## src/sv/gls_pkg.sv

```systemverilog
// Shared constants and types for the gcd/lcm block.
package gls_pkg;

  localparam int OPERAND_WIDTH = 32;              // bits of each operand that are used
  localparam int IN_W          = 32;              // operand port width
  localparam int GCD_W         = 31;              // gcd port width
  localparam int LCM_W         = 62;              // lcm port width
  localparam int MAG_W         = OPERAND_WIDTH - 1;
  localparam int PROD_W        = 2 * MAG_W;
  localparam int SHIFT_W       = $clog2(MAG_W + 1);
  localparam int CNT_W         = $clog2(MAG_W);
  localparam int QDEPTH        = 2;
  localparam int QPTR_W        = $clog2(QDEPTH);
  localparam int QCNT_W        = $clog2(QDEPTH + 1);

  typedef enum logic [1:0] {
    KIND_GENERAL,
    KIND_ONE_ZERO,
    KIND_BOTH_ZERO
  } kind_t;

  typedef struct packed {
    kind_t            kind;
    logic [MAG_W-1:0] mag_a;
    logic [MAG_W-1:0] mag_b;
  } item_t;

endpackage

```

## src/sv/gls_ifs.sv

```systemverilog
// Valid/ready channel interfaces for operand and result words.
interface gls_in_if
  import gls_pkg::*;
();
  logic                   valid;
  logic                   ready;
  logic signed [IN_W-1:0] value_a;
  logic signed [IN_W-1:0] value_b;

  modport source(output valid, value_a, value_b, input ready);
  modport sink(input valid, value_a, value_b, output ready);
endinterface

interface gls_out_if
  import gls_pkg::*;
();
  logic             valid;
  logic             ready;
  logic [GCD_W-1:0] gcd_out;
  logic [LCM_W-1:0] lcm_out;
  logic             status;

  modport source(output valid, gcd_out, lcm_out, status, input ready);
  modport sink(input valid, gcd_out, lcm_out, status, output ready);
endinterface

```

## src/sv/gls_front.sv

```systemverilog
// Front end: takes operand words, forms saturated magnitudes and classifies them.
module gls_front
  import gls_pkg::*;
(
  gls_in_if.sink in,
  output logic   push_valid,
  input  logic   push_ready,
  output item_t  push_item
);

  function automatic logic [MAG_W-1:0] magnitude(input logic [IN_W-1:0] raw);
    logic [OPERAND_WIDTH-1:0] v;
    logic [OPERAND_WIDTH-1:0] neg;
    v   = raw[OPERAND_WIDTH-1:0];
    neg = -v;
    if (!v[OPERAND_WIDTH-1]) begin
      return v[MAG_W-1:0];
    end else if (neg[OPERAND_WIDTH-1]) begin
      return '1;  // most negative pattern saturates
    end else begin
      return neg[MAG_W-1:0];
    end
  endfunction

  logic [MAG_W-1:0] mag_a;
  logic [MAG_W-1:0] mag_b;

  always_comb begin
    mag_a = magnitude(in.value_a);
    mag_b = magnitude(in.value_b);
    push_item.mag_a = mag_a;
    push_item.mag_b = mag_b;
    if (mag_a == '0 && mag_b == '0) begin
      push_item.kind = KIND_BOTH_ZERO;
    end else if (mag_a == '0 || mag_b == '0) begin
      push_item.kind = KIND_ONE_ZERO;
    end else begin
      push_item.kind = KIND_GENERAL;
    end
  end

  assign push_valid = in.valid;
  assign in.ready   = push_ready;

endmodule

```

## src/sv/gls_queue.sv

```systemverilog
// Two-entry queue between the front end and the compute engine.
module gls_queue
  import gls_pkg::*;
(
  input  logic  clk,
  input  logic  rst,
  input  logic  wr_valid,
  output logic  wr_ready,
  input  item_t wr_item,
  output logic  rd_valid,
  input  logic  rd_ready,
  output item_t rd_item
);

  item_t             mem [QDEPTH];
  logic [QPTR_W-1:0] wr_ptr;
  logic [QPTR_W-1:0] rd_ptr;
  logic [QCNT_W-1:0] count;
  logic              push;
  logic              pop;

  assign wr_ready = (count != QCNT_W'(QDEPTH));
  assign rd_valid = (count != '0);
  assign push     = wr_valid && wr_ready;
  assign pop      = rd_valid && rd_ready;
  assign rd_item  = mem[rd_ptr];

  always_ff @(posedge clk) begin
    if (push) begin
      mem[wr_ptr] <= wr_item;
    end
  end

  always_ff @(posedge clk) begin
    if (rst) begin
      wr_ptr <= '0;
      rd_ptr <= '0;
      count  <= '0;
    end else begin
      if (push) begin
        wr_ptr <= (wr_ptr == QPTR_W'(QDEPTH - 1)) ? '0 : wr_ptr + 1'b1;
      end
      if (pop) begin
        rd_ptr <= (rd_ptr == QPTR_W'(QDEPTH - 1)) ? '0 : rd_ptr + 1'b1;
      end
      if (push && !pop) begin
        count <= count + 1'b1;
      end else if (pop && !push) begin
        count <= count - 1'b1;
      end
    end
  end

`ifndef SYNTHESIS
  a_count_bound: assert property (@(posedge clk) disable iff (rst)
    count <= QCNT_W'(QDEPTH))
    else $error("queue count exceeds depth");
`endif

endmodule

```

## src/sv/gls_back.sv

```systemverilog
// Compute engine: binary gcd, restoring divide by the gcd, then one multiply for the lcm.
module gls_back
  import gls_pkg::*;
(
  input  logic    clk,
  input  logic    rst,
  input  logic    pop_valid,
  output logic    pop_ready,
  input  item_t   pop_item,
  gls_out_if.source out
);

  typedef enum logic [2:0] {
    S_IDLE,
    S_GCD,
    S_DIV,
    S_MUL,
    S_DONE
  } state_t;

  state_t             state;
  logic [MAG_W-1:0]   u;
  logic [MAG_W-1:0]   v;
  logic [SHIFT_W-1:0] k;
  logic [MAG_W-1:0]   g;
  logic [MAG_W-1:0]   dvd;      // dividend in, quotient out
  logic [MAG_W-1:0]   rem;
  logic [MAG_W-1:0]   b_keep;
  logic [CNT_W-1:0]   cnt;
  logic [PROD_W-1:0]  lcm;
  logic               st;

  logic [MAG_W:0]     trial;
  logic [MAG_W:0]     diff;
  logic               take;
  logic [MAG_W-1:0]   u_next;
  logic [MAG_W-1:0]   v_next;
  logic [SHIFT_W-1:0] k_next;

  // one restoring divide step
  always_comb begin
    trial = {rem, dvd[MAG_W-1]};
    diff  = trial - {1'b0, g};
    take  = !diff[MAG_W];
  end

  // one binary gcd step
  always_comb begin
    u_next = u;
    v_next = v;
    k_next = k;
    if (!u[0] && !v[0]) begin
      u_next = u >> 1;
      v_next = v >> 1;
      k_next = k + 1'b1;
    end else if (!u[0]) begin
      u_next = u >> 1;
    end else if (!v[0]) begin
      v_next = v >> 1;
    end else if (u >= v) begin
      u_next = (u - v) >> 1;
    end else begin
      v_next = (v - u) >> 1;
    end
  end

  assign pop_ready   = (state == S_IDLE);
  assign out.valid   = (state == S_DONE);
  assign out.gcd_out = GCD_W'(g);
  assign out.lcm_out = LCM_W'(lcm);
  assign out.status  = st;

  always_ff @(posedge clk) begin
    if (rst) begin
      state <= S_IDLE;
    end else begin
      case (state)
        S_IDLE: begin
          if (pop_valid) begin
            u      <= pop_item.mag_a;
            v      <= pop_item.mag_b;
            dvd    <= pop_item.mag_a;
            b_keep <= pop_item.mag_b;
            k      <= '0;
            g      <= pop_item.mag_a | pop_item.mag_b;
            lcm    <= '0;
            st     <= (pop_item.kind == KIND_BOTH_ZERO);
            state  <= (pop_item.kind == KIND_GENERAL) ? S_GCD : S_DONE;
          end
        end
        S_GCD: begin
          if (u == '0 || v == '0) begin
            g     <= (u | v) << k;
            rem   <= '0;
            cnt   <= '0;
            state <= S_DIV;
          end else begin
            u <= u_next;
            v <= v_next;
            k <= k_next;
          end
        end
        S_DIV: begin
          rem <= take ? diff[MAG_W-1:0] : trial[MAG_W-1:0];
          dvd <= {dvd[MAG_W-2:0], take};
          cnt <= cnt + 1'b1;
          if (cnt == CNT_W'(MAG_W - 1)) begin
            state <= S_MUL;
          end
        end
        S_MUL: begin
          lcm   <= PROD_W'(dvd) * PROD_W'(b_keep);
          state <= S_DONE;
        end
        S_DONE: begin
          if (out.ready) begin
            state <= S_IDLE;
          end
        end
        default: state <= S_IDLE;
      endcase
    end
  end

`ifndef SYNTHESIS
  a_zero_status: assert property (@(posedge clk) disable iff (rst)
    (state == S_DONE && st) |-> (g == '0 && lcm == '0))
    else $error("both-zero word carries nonzero result");

  a_div_flow: assert property (@(posedge clk) disable iff (rst)
    (state == S_DIV) |=> (state == S_DIV || state == S_MUL))
    else $error("divide phase left early");

  a_mul_flow: assert property (@(posedge clk) disable iff (rst)
    (state == S_MUL) |=> (state == S_DONE))
    else $error("multiply did not complete in one cycle");

  a_hold: assert property (@(posedge clk) disable iff (rst)
    (state == S_DONE && !out.ready) |=> (state == S_DONE && $stable(lcm) && $stable(g)))
    else $error("result changed while stalled");
`endif

endmodule

```

## src/sv/gcd_lcm_subtractive_top.sv

```systemverilog
// Top level of the gcd/lcm block: front end, queue and compute engine.
//
// Usage:
//   in  : operand words (value_a, value_b), valid/ready. Only the low
//         OPERAND_WIDTH bits of each are used; magnitudes are taken, the
//         most negative pattern saturating to the largest positive value.
//   out : result words (gcd_out, lcm_out, status), valid/ready, one per
//         operand word, in order. status is 1 when both operands are zero.
// Operation: a word with a zero operand goes from the queue straight to the
//   result state. Otherwise the engine runs the binary gcd loop until u or v
//   is zero, then the restoring divide by the gcd, then the multiply for the
//   lcm; only the gcd loop varies in length with the operands.
// Flow: one word in flight in the engine; a two-entry queue in front keeps
//   accepting words while the engine works or its result waits.
// Reset (rst, synchronous) empties the queue and idles the engine.
// A stalled receiver holds the result steady; the engine takes no new word
//   until its result is taken, and in.ready drops once the queue is full.
module gcd_lcm_subtractive_top
  import gls_pkg::*;
(
  input  logic       clk,
  input  logic       rst,
  gls_in_if.sink     in,
  gls_out_if.source  out
);

  logic  push_valid;
  logic  push_ready;
  item_t push_item;
  logic  pop_valid;
  logic  pop_ready;
  item_t pop_item;

  gls_front u_front (
    .in         (in),
    .push_valid (push_valid),
    .push_ready (push_ready),
    .push_item  (push_item)
  );

  gls_queue u_queue (
    .clk      (clk),
    .rst      (rst),
    .wr_valid (push_valid),
    .wr_ready (push_ready),
    .wr_item  (push_item),
    .rd_valid (pop_valid),
    .rd_ready (pop_ready),
    .rd_item  (pop_item)
  );

  gls_back u_back (
    .clk       (clk),
    .rst       (rst),
    .pop_valid (pop_valid),
    .pop_ready (pop_ready),
    .pop_item  (pop_item),
    .out       (out)
  );

endmodule
```

## src/flat_wrapper.sv

```systemverilog
// flat-port wrapper written by rule: the top's interface ports become plain ports
module gcd_lcm_subtractive_top_flat import gls_pkg::*;
  (clk, rst, in_valid, in_value_a, in_value_b, in_ready, out_valid, out_gcd_out, out_lcm_out, out_status, out_ready);
  gls_in_if in_i ();
  gls_out_if out_i ();
  input  logic clk;
  input  logic rst;
  input wire logic [$bits(in_i.valid)-1:0] in_valid;
  input wire logic [$bits(in_i.value_a)-1:0] in_value_a;
  input wire logic [$bits(in_i.value_b)-1:0] in_value_b;
  output wire logic [$bits(in_i.ready)-1:0] in_ready;
  output wire logic [$bits(out_i.valid)-1:0] out_valid;
  output wire logic [$bits(out_i.gcd_out)-1:0] out_gcd_out;
  output wire logic [$bits(out_i.lcm_out)-1:0] out_lcm_out;
  output wire logic [$bits(out_i.status)-1:0] out_status;
  input wire logic [$bits(out_i.ready)-1:0] out_ready;
  assign in_i.valid = in_valid;
  assign in_i.value_a = in_value_a;
  assign in_i.value_b = in_value_b;
  assign in_ready = in_i.ready;
  assign out_valid = out_i.valid;
  assign out_gcd_out = out_i.gcd_out;
  assign out_lcm_out = out_i.lcm_out;
  assign out_status = out_i.status;
  assign out_i.ready = out_ready;
  gcd_lcm_subtractive_top u_core (.clk(clk), .rst(rst), .in(in_i), .out(out_i));
endmodule
```

## config.mk

```make
export PLATFORM = sky130hd
export DESIGN_NAME = gcd_lcm_subtractive_top_flat
export DESIGN_NICKNAME = d
export VERILOG_FILES = /design/src/sv/gls_pkg.sv /design/src/sv/gls_ifs.sv /design/src/sv/gls_front.sv /design/src/sv/gls_queue.sv /design/src/sv/gls_back.sv /design/src/sv/gcd_lcm_subtractive_top.sv /design/src/flat_wrapper.sv
export SDC_FILE = /design/constraint.sdc
export NUM_CORES = 2
export LEC_CHECK = 0
export ABC_AREA = 1
export BUFFER_PORTS_ARGS = -buffer_cell sky130_fd_sc_hd__clkbuf_2
export CORE_MARGIN = 2
export CORE_UTILIZATION = 59
export CTS_BUF_LIST = sky130_fd_sc_hd__clkbuf_8
export CTS_CLUSTER_DIAMETER = 60
export DETAILED_ROUTE_END_ITERATION = 10
export GPL_ROUTABILITY_DRIVEN = 0
export GPL_TIMING_DRIVEN = 0
export PLACE_DENSITY = 0.77
export REMOVE_ABC_BUFFERS = 1
export SLEW_MARGIN = 5
export SYNTH_ARGS = -nofsm -noshare
export SYNTH_HDL_FRONTEND = slang
export SYNTH_SLANG_ARGS = --single-unit
```

## constraint.sdc

```tcl
create_clock -name clk -period 8.2 [get_ports clk]
set_input_delay 0.82 -clock clk [delete_from_list [all_inputs] [get_ports clk]]
set_output_delay 0.82 -clock clk [all_outputs]
set_load 0.03 [all_outputs]
```

==> out/qor.yml <==
cts:
  hold_buffers: 0
  clock_tree.htree_level_count: 3
  cts_resized: 0
  clock-root-buffer: "clkbuf_8"
  path_clk_slew_ns: 0.06
  numCtsBuffers: 73
  clock_sinks: 395
  clk_latency_ns: 0.78
  cts_setup_buffers: 0
  cts_tree: "built"
  clock_path_buffers: 3
place:
  dp_cells: 8893
  dp_hpwl_um: 156000
  io_buffer_count: 163
timing:
  fmax_mhz: 124
  slew_violations: 0
  hold_violations: 0
  finalSetupTns_ns: 0
  rsz0062_at_grt: "no"
  slew_headroom_pct: 1.97
  setup_violations: 0
  tightest_slew_ns: 1.47
  fin_skew_ns: 0.0863
  finalCritPeriodShare_pct: 98.7
  fin_crit_ns: 8.09
synth:
  syn_area_um2: 58700
  synth_sequential_area_ratio_pct: 20.1
  syn_area_per_cell_um2: 7.72
  synth-edff-count: 387
  synthDistinctLibCells: 54
  synth_flop_cell: "edfxtp_1"
  yosysWarnings: 0
  syn_inst: 7608
  ys_ff_latch: 395
  synthArstFlopShare_pct: 0
routing:
  ant_nets: 0
  viasPerCell: 5.93
  wl_um: 198000
  drt_iter0_markers: 7568
  firstDrtPassIters: 11
  num_vias: 53600
  drc: 1
  wl_per_cell_um: 21.9
critical_path:
  crit_arrival_ns: 8.64
  cp_data_required_time_ns: 8.74
  critPathKind: "reg -> reg"
  cpMaxStageDelayCell: "edfxtp_1"
  critPathMaxFanout: 14
  rr_startpoint: "u_core.u_back.dvd[8]"
  cp_common_cell: "fa_1"
  startpoint: "u_core.u_back.dvd[8]"
  startpoint_type: "register"
  slowest_delay_ns: 1.06
  cp-end-kind: "register"
floorplanning:
  ios: 164
  die-area_um2: 102000
  initial_core_util_pct: 59.6
  core_area_um2: 98600
  num_rows: 115
  die_x_um: 320
  die_h_um: 320
cells_and_area:
  fill_cells: 7810
  drive_above_1_share_pct: 6.82
  seqCellArea_um2: 11800
  fin_util_pct: 65.4
  multi_input_area_um2: 39100
  final_cells: 9043
  syn2layout_area_growth_pct: 9.67
  final_common_cell: "nand2_1"
  nets: 8986
  layout_common_cells: "nand2_1 (2128), inv_1 (1818), fa_1 (840)"
hold_path:
  min_path_type: "in -> reg"
  hp-start: "out_ready"
global_routing:
  grt_max_degree: 58
  gr-usage-all-layers_pct: 38.6
  grt_pass1_vias: 53000
  grt_pass1_wl_um: 300000
  overflow: 0
  antenna_found_initial: 11
run_status:
  violations: "design-rule violations"
  status: "finished with violations"
job:
  maxCapViolCount: 0
## per-layer routing
metal	global-route usage, %	vias up	wire (µm)
met3	15.3	1000	32900
met1	49.3	25200	68900
met4	20.4	10	13100
met2	56.6	4281	82900
li1	-	23100	-
met5	0.662	-	145
## path summary, 6_finish.rpt
path	to	slack, ns	depth (start not counted)
hold reg to reg	register	0.47	2
setup reg to reg	u_core.u_back.out.lcm_out[45]	0.11	27
hold / removal	u_core.u_back.state[2]	0.38	4
setup / recovery	u_core.u_back.out.lcm_out[45]	0.11	27
## sequential cells by signal, summed over array words and instances (netlist names), 5 cells and up, named ones only
name,count
u_core.u_back.k,5
u_core.u_back.v,31
u_core.u_back.rem,31
u_core.u_back.out.lcm_out,62
u_core.u_back.cnt,5
u_core.u_back.dvd,31
u_core.u_back.out.gcd_out,31
u_core.u_back.u,31
u_core.u_queue.mem,128
u_core.u_back.b_keep,31
## synthesized netlist by cell type, drive strengths merged, types with 13 or more instances
| cell | count | share of area (%) |
|---|---|---|
| nand2 | 2139 | 14 |
| inv | 1817 | 12 |
| fa | 840 | 29 |
| nor2 | 527 | 3.5 |
| edfxtp | 387 | 20 |
| ha | 387 | 8.2 |
| o21ai | 307 | 2.6 |
| a21oi | 284 | 2.4 |
| nand3 | 252 | 2.2 |
| clkbuf | 230 | 1.5 |
| nand4 | 66 | 0.70 |
| buf | 53 | 0.52 |
| mux2 | 44 | 0.84 |
| xor2 | 42 | 0.63 |
| nor3 | 35 | 0.32 |
| o21bai | 26 | 0.33 |
| o22ai | 19 | 0.20 |
| a31oi | 17 | 0.18 |
| mux2i | 17 | 0.29 |
| nand3b | 15 | 0.19 |
| xnor2 | 13 | 0.19 |
## worst max-delay path: cells and delay by family, from the launching register on
family,cells,cell delay [ns]
AOI/OAI and AO/OA,4,0.85
adders and majority gates,9,4.39
buffers and inverters,8,0.85
DFF,1,1.06
and+or+nand+nor,6,0.70
## cell families (layout without fill, tap and decap cells)
| logic type | after synthesis | in the layout | synth area share [%] |
|---|---|---|---|
| AO/OA/AOI/OAI | 705 | 705 | 6.53 |
| XOR/XNOR | 55 | 55 | 0.820 |
| adder cells (fa/ha/maj) | 1227 | 1227 | 36.9 |
| buffers and inverters | 2102 | 2241 | 13.6 |
| flip-flops | 395 | 395 | 20.1 |
| multiplexers | 61 | 61 | 1.13 |
| other | 0 | 9 | 0 |
| AND/OR/NAND/NOR | 3063 | 3063 | 21.0 |
## final cells by class
cell class              instances  area share [%]
diodes                          9          0.0350
clock inverters                58           0.822
clock buffers                  73            1.56
well taps                    1287            2.50
flip-flops and latches        395            18.3
inverters                    1819            10.6
repair buffers                291            5.57
multi-input cells            5111            60.6
## metrics by stage
stage	worst slack (ns)	hold slack (ns)	instance area (µm²)
finish	0.106	0.378	64400
CTS	0.146	0.349	64200
floorplan	-2.23	0.447	57600
global route	0.00915	0.400	64400
detailed placement	0.201	0.460	62700
global placement	-9.06	0.456	60000
Power is not shown: default switching activity piles up to over one toggle a cycle in this logic, so the estimate is an artifact.
